**src/sv/oed_fifo.sv**
```systemverilog
module oed_fifo #(
    parameter int WIDTH = 1,
    parameter int DEPTH = 4
) (
    input  logic             i_clk,
    input  logic             i_rst_n,
    input  logic             i_push,
    input  logic [WIDTH-1:0] i_data,
    output logic             o_full,
    input  logic             i_pop,
    output logic [WIDTH-1:0] o_data,
    output logic             o_empty
);

    localparam int AW = (DEPTH > 1) ? $clog2(DEPTH) : 1;
    localparam int CW = $clog2(DEPTH + 1);

    logic [WIDTH-1:0] r_mem [DEPTH];
    logic [AW-1:0]    r_wr_ptr;
    logic [AW-1:0]    r_rd_ptr;
    logic [CW-1:0]    r_count;
    logic             w_wr;
    logic             w_rd;

    assign w_wr    = i_push && !o_full;
    assign w_rd    = i_pop && !o_empty;
    assign o_full  = (r_count == CW'(DEPTH));
    assign o_empty = (r_count == '0);
    assign o_data  = r_mem[r_rd_ptr];

    // Store entries
    always_ff @(posedge i_clk) begin
        if (w_wr) begin
            r_mem[r_wr_ptr] <= i_data;
        end
    end

    // Advance pointers and occupancy
    always_ff @(posedge i_clk) begin
        if (!i_rst_n) begin
            r_wr_ptr <= '0;
            r_rd_ptr <= '0;
            r_count  <= '0;
        end else begin
            if (w_wr) begin
                r_wr_ptr <= (r_wr_ptr == AW'(DEPTH - 1)) ? '0 : r_wr_ptr + 1'b1;
            end
            if (w_rd) begin
                r_rd_ptr <= (r_rd_ptr == AW'(DEPTH - 1)) ? '0 : r_rd_ptr + 1'b1;
            end
            if (w_wr && !w_rd) begin
                r_count <= r_count + 1'b1;
            end else if (w_rd && !w_wr) begin
                r_count <= r_count - 1'b1;
            end
        end
    end

endmodule

```
**config.mk**
```make
export PLATFORM = sky130hd
export DESIGN_NAME = oed_fifo
export DESIGN_NICKNAME = d
export VERILOG_FILES = /design/src/sv/oed_fifo.sv
export SDC_FILE = /design/constraint.sdc
export NUM_CORES = 1
export LEC_CHECK = 0
export BUFFER_PORTS_ARGS = -buffer_cell sky130_fd_sc_hd__buf_2
export CAP_MARGIN = 20
export CORE_MARGIN = 2
export CORE_UTILIZATION = 35
export CTS_BUF_LIST = sky130_fd_sc_hd__clkbuf_4 sky130_fd_sc_hd__clkbuf_8
export DETAILED_ROUTE_END_ITERATION = 7
export PLACE_DENSITY_LB_ADDON = 0.08
export SLEW_MARGIN = 20
export SYNTH_ARGS = -nofsm -noshare
export SYNTH_HDL_FRONTEND = slang
export SYNTH_SLANG_ARGS = --single-unit
export TNS_END_PERCENT = 30
```
**constraint.sdc**
```tcl
create_clock -name i_clk -period 4.1 [get_ports i_clk]
set_input_delay 1.23 -clock i_clk [delete_from_list [all_inputs] [get_ports i_clk]]
set_output_delay 1.23 -clock i_clk [all_outputs]
set_load 0.1 [all_outputs]
```
=== After elaboration in Yosys (flattened, before gate mapping) ===
Memories as Yosys holds them, arrays and structs flattened. A register that Yosys moved wholly into a read port is not among the register bits.
Cells that the tools add are included.

* $add $sub $neg: 4
* Eq/ne operators: 3
* Mux-type cells: 8
* Reduce and logical (&&, ||, !) cells: 10

{| class="wikitable"
|+ Operators with widths
! kind !! count
|-
| 2-bit two-way mux || 4
|-
| 3-bit two-way mux || 2
|-
| 2-bit by 1-bit adder with 2-bit output, second input constant || 2
|-
| 2-bit equality test, second input constant || 2
|-
| 1-bit logical AND || 4
|-
| 1-bit zero test || 4
|-
| 3-bit by 1-bit adder with 3-bit output, second input constant || 1
|-
| 3-bit equality test, second input constant || 1
|-
| 3-bit zero test || 1
|-
| 3-bit by 1-bit subtractor with 3-bit output, second input constant || 1
|-
| 1-bit two-way mux || 2
|-
| 2-bit nonzero test || 1
|}

* Flip-flop bits (word level): 7
* RAM bits: 4
* Logic and storage cells: 29
* Memories: 1

{| class="wikitable"
|+ Memory list
! name !! depth !! width !! rd ports !! clocked after Yosys merged registers in !! write ports !! RTL line !! text
|-
| r_mem || 4 || 1 || 1 || 1 || 1 || 18 || <nowiki>logic [WIDTH-1:0] r_mem [DEPTH];</nowiki>
|}

=== Logic depth before layout (Yosys ltp) ===
* Depth in word-level cells: 7
* Mapped depth: 9
* Gate-level depth less buffers: 8

=== Worst setup path before layout ===
OpenSTA, ideal clock, no wires.

* Kind: register to output
* Start: reg r_count[0]
* End: out o_empty
* Arrival: 2.454 ns
* Path slack: 0.416 ns
* Cell stages (with the launch flop): 2
* Path buffers: 0
* Path through: dfxtp_1 > nor3_1

* Cells in the longest elaborated chain, start to end: 1

{| class="wikitable"
|+ Ends and longest elaborated chain
! what !! RTL line !! text
|-
| start: declaration || 21 || <nowiki>logic [CW-1:0] r_count;</nowiki>
|-
| start signal: assignment || 52 || <nowiki>r_count <= r_count + 1'b1;</nowiki>
|-
| start signal: assignment || 54 || <nowiki>r_count <= r_count - 1'b1;</nowiki>
|-
| 3-bit zero test || 28 || <nowiki>assign o_empty = (r_count == '0);</nowiki>
|-
| end: declaration || 12 || <nowiki>output logic o_empty</nowiki>
|}

No other way between the ends.

=== Worst setup path after layout ===
* Start: in i_push
* End: reg r_count[2]

* Cells in the longest elaborated chain, start to end: 4
* Elaborated cells between the ends (all ways): 6
* Those cells by class: mux: 1; reduce/logical: 5

{| class="wikitable"
|+ Ends and longest elaborated chain
! what !! RTL line !! text
|-
| start: declaration || 7 || <nowiki>input logic i_push,</nowiki>
|-
| 1-bit logical AND * || 25 || <nowiki>assign w_wr = i_push && !o_full;</nowiki>
|-
| 1-bit zero test || 53 || <nowiki>end else if (w_rd && !w_wr) begin</nowiki>
|-
| 1-bit logical AND || 53 ||
|-
| 2-bit nonzero test (no source line) || n/a ||
|}

Every way passes the cells marked *; elsewhere a longest branch is shown, timed or not.
A chain may end at the register's enable or synchronous reset.

==> impl_metrics.ini <==
[outcome]
status = completed

[run]
drv_cap = 0

[layout]
antenna_cells = 0
fin_nets = 78
fin_cells = 90
multi_input_area_um2 = 308
area_growth_syn_to_layout_pct = 13.9
seqCellArea_um2 = 300
n_fill_cell = 161
layout-drive-gt1-share_pct = 21.5

[power_and_ir_drop]
power_density_nw_per_um2 = 705
power.leakage_uw = 0.000302
max-vdd-ir-drop_mv = 0.393

[synth]
yosysSeqAreaShare_pct = 47.8
async_flop_share_pct = 0
synth-edff-count = 4
yosys_warnings = 0
synthFlopType = dfxtp_1
yosysTopAreaCellShare_pct = 28.7
synthTopCellsByArea = dfxtp_1 (29%), edfxtp_1 (19%), ha_1 (12%)
syn_inst = 56
synth_most_common_cell = dfxtp_1
synth-seq-cells = 13
ys_top_cells_by_count = dfxtp_1 (9), ha_1 (6), nand2_1 (6)
synth_cell_types = 22
syn_area_um2 = 628
avgSynthCellArea_um2 = 11.2
synth_nets = 68
synth.largest_area_cell = dfxtp_1

[detailed_routing]
drcViolationCount = 0
post_drt_wl_per_cell_um = 9.31
ant_nets = 0
via_per_inst = 4.17
drt_iter0_markers = 3
wirelength_um = 838
vias = 375
first_pass_iters = 3

[placed_design]
hpwlAfterDp_um = 639
io_buffers = 7
placed_cells = 86
place_congestion = 0.695

[die]
pin_count = 8
die_area_um2 = 2150
die_w_um = 46.4
start_util_pct = 36.8
coreArea_um2 = 1710
rows = 15
die_h_um = 46.4

[timing]
skew_ns = 0.00716
relSlewSlack_pct = 66.1
grt_setup_unrepaired = no
finalMaxSlewViolations = 0
worstMarginPinSlew_ns = 0.508
finalCritPeriodShare_pct = 69.7
hold_viol = 0
period_needed_ns = 2.86
setup_viol = 0
totalNegativeSetupSlack_ns = 0
fmax_ghz = 0.350

[grt]
grt_max_degree = 12
antenna_found_initial = 0
grt_use_total_pct = 10.4
grt_first_pass_wirelength_um = 1480
grt_pass1_vias = 346
overflow = 0

[cts]
post_cts_hold_buffer_count = 0
htree_levels = 1
cts_tree = done
clock-sinks = 13
clk_latency_ns = 0.27
cts_root_buf = clkbuf_4
cts_resized = 0
clk_pin_slew_worst_paths_ns = 0.08
clk_path_buf_depth = 2
post-cts-setup-buffer-count = 0
cts_buffers = 3

[critical_path]
crit_arrival_ns = 3.05
cp_max_fo = 7
start_kind = input pin
endpoint_kind = register
worstSetupPathType = in2reg
worstPathRequired_ns = 4.30

[min_path]
hp-class = reg2reg
## worst max-delay path, cell delays in order
cell and delay (ns):
buf_2 0.07, nor2b_1 0.42, ha_1 0.27, inv_1 0.06, fa_1 0.38, xor2_1 0.16
or3_1 0.31, a21boi_1 0.15
## final cells by class
class	count	area share (%)
tap	25	4.37
multi-input combinational	38	43.0
sequential	13	42.0
timing repair buffer	7	4.90
clock buffer	4	4.20
inverter	3	1.57
## logic make-up (layout without fill, tap and decap cells)
kind of cell / Yosys count / after routing / synth area share (%)
XOR/XNOR: 2 / 2 / 2.79
flip-flops: 13 / 13 / 47.8
adder cells (fa/ha/maj): 7 / 7 / 15.1
multiplexers: 4 / 4 / 8.37
AND/OR/NAND/NOR: 20 / 20 / 17.1
buffers and inverters: 5 / 14 / 3.19
AO/OA/AOI/OAI: 5 / 5 / 5.58
## through the flow
step	util [%]	cell area [um^2]	hold slack (ns)	power (uW)	setup slack (ns)
after global placement	40.1	686	0.492	427	1.02
after CTS	41.9	716	0.506	512	1.24
final	41.9	716	0.505	505	1.24
after global routing	41.9	716	0.543	544	1.12
after detailed placement	40.1	686	0.493	426	0.984
after floorplan	-	628	0.468	392	0.416
## per-layer routing
metal  global-route usage [%]  up-vias  part of all wire (%)
li1                         -      207                     -
met4                     8.57        0                   1.2
met2                     13.6        4                    46
met1                     12.9      162                    49
met3                     4.71        2                   3.5
met5                        0        -                     0
## placed cells by master, fill, tap and decap left out
cell type / Yosys / routed
o21ai_0: 3 / 3
mux4_2: 1 / 1
nand2_1: 6 / 6
dfxtp_1: 9 / 9
xor2_1: 1 / 1
a21boi_1: 1 / 1
nor3_1: 1 / 1
inv_1: 3 / 3
buf_2: 1 / 7
fa_1: 1 / 1
nor2b_1: 2 / 2
and2_1: 5 / 5
or3_1: 1 / 1
ha_1: 6 / 6
o31ai_2: 1 / 1
mux2i_1: 3 / 3
xnor2_1: 1 / 1
nor3b_2: 1 / 1
nor2_1: 2 / 2
edfxtp_1: 4 / 4
clkbuf_4: 0 / 4
nand3_1: 2 / 2
## path summary, 6_finish.rpt
| check | startpoint | to | slack (ns) | depth (start not counted) |
|---|---|---|---|---|
| max | i_push | r_count[2] | 1.24 | 8 |
| min | r_wr_ptr[1] | r_wr_ptr[1] | 0.50 | 2 |
| max reg2reg | r_count[0] | r_count[2] | 1.73 | 8 |
| min reg2reg | r_wr_ptr[1] | r_wr_ptr[1] | 0.50 | 2 |
## power by group
group          total (uW)  switching, uW  internal (uW)
Sequential            193           28.9            164
Clock                83.3           39.1           44.2
Combinational         229            157           71.7
Note: power is estimated with default switching activity, not from simulation.
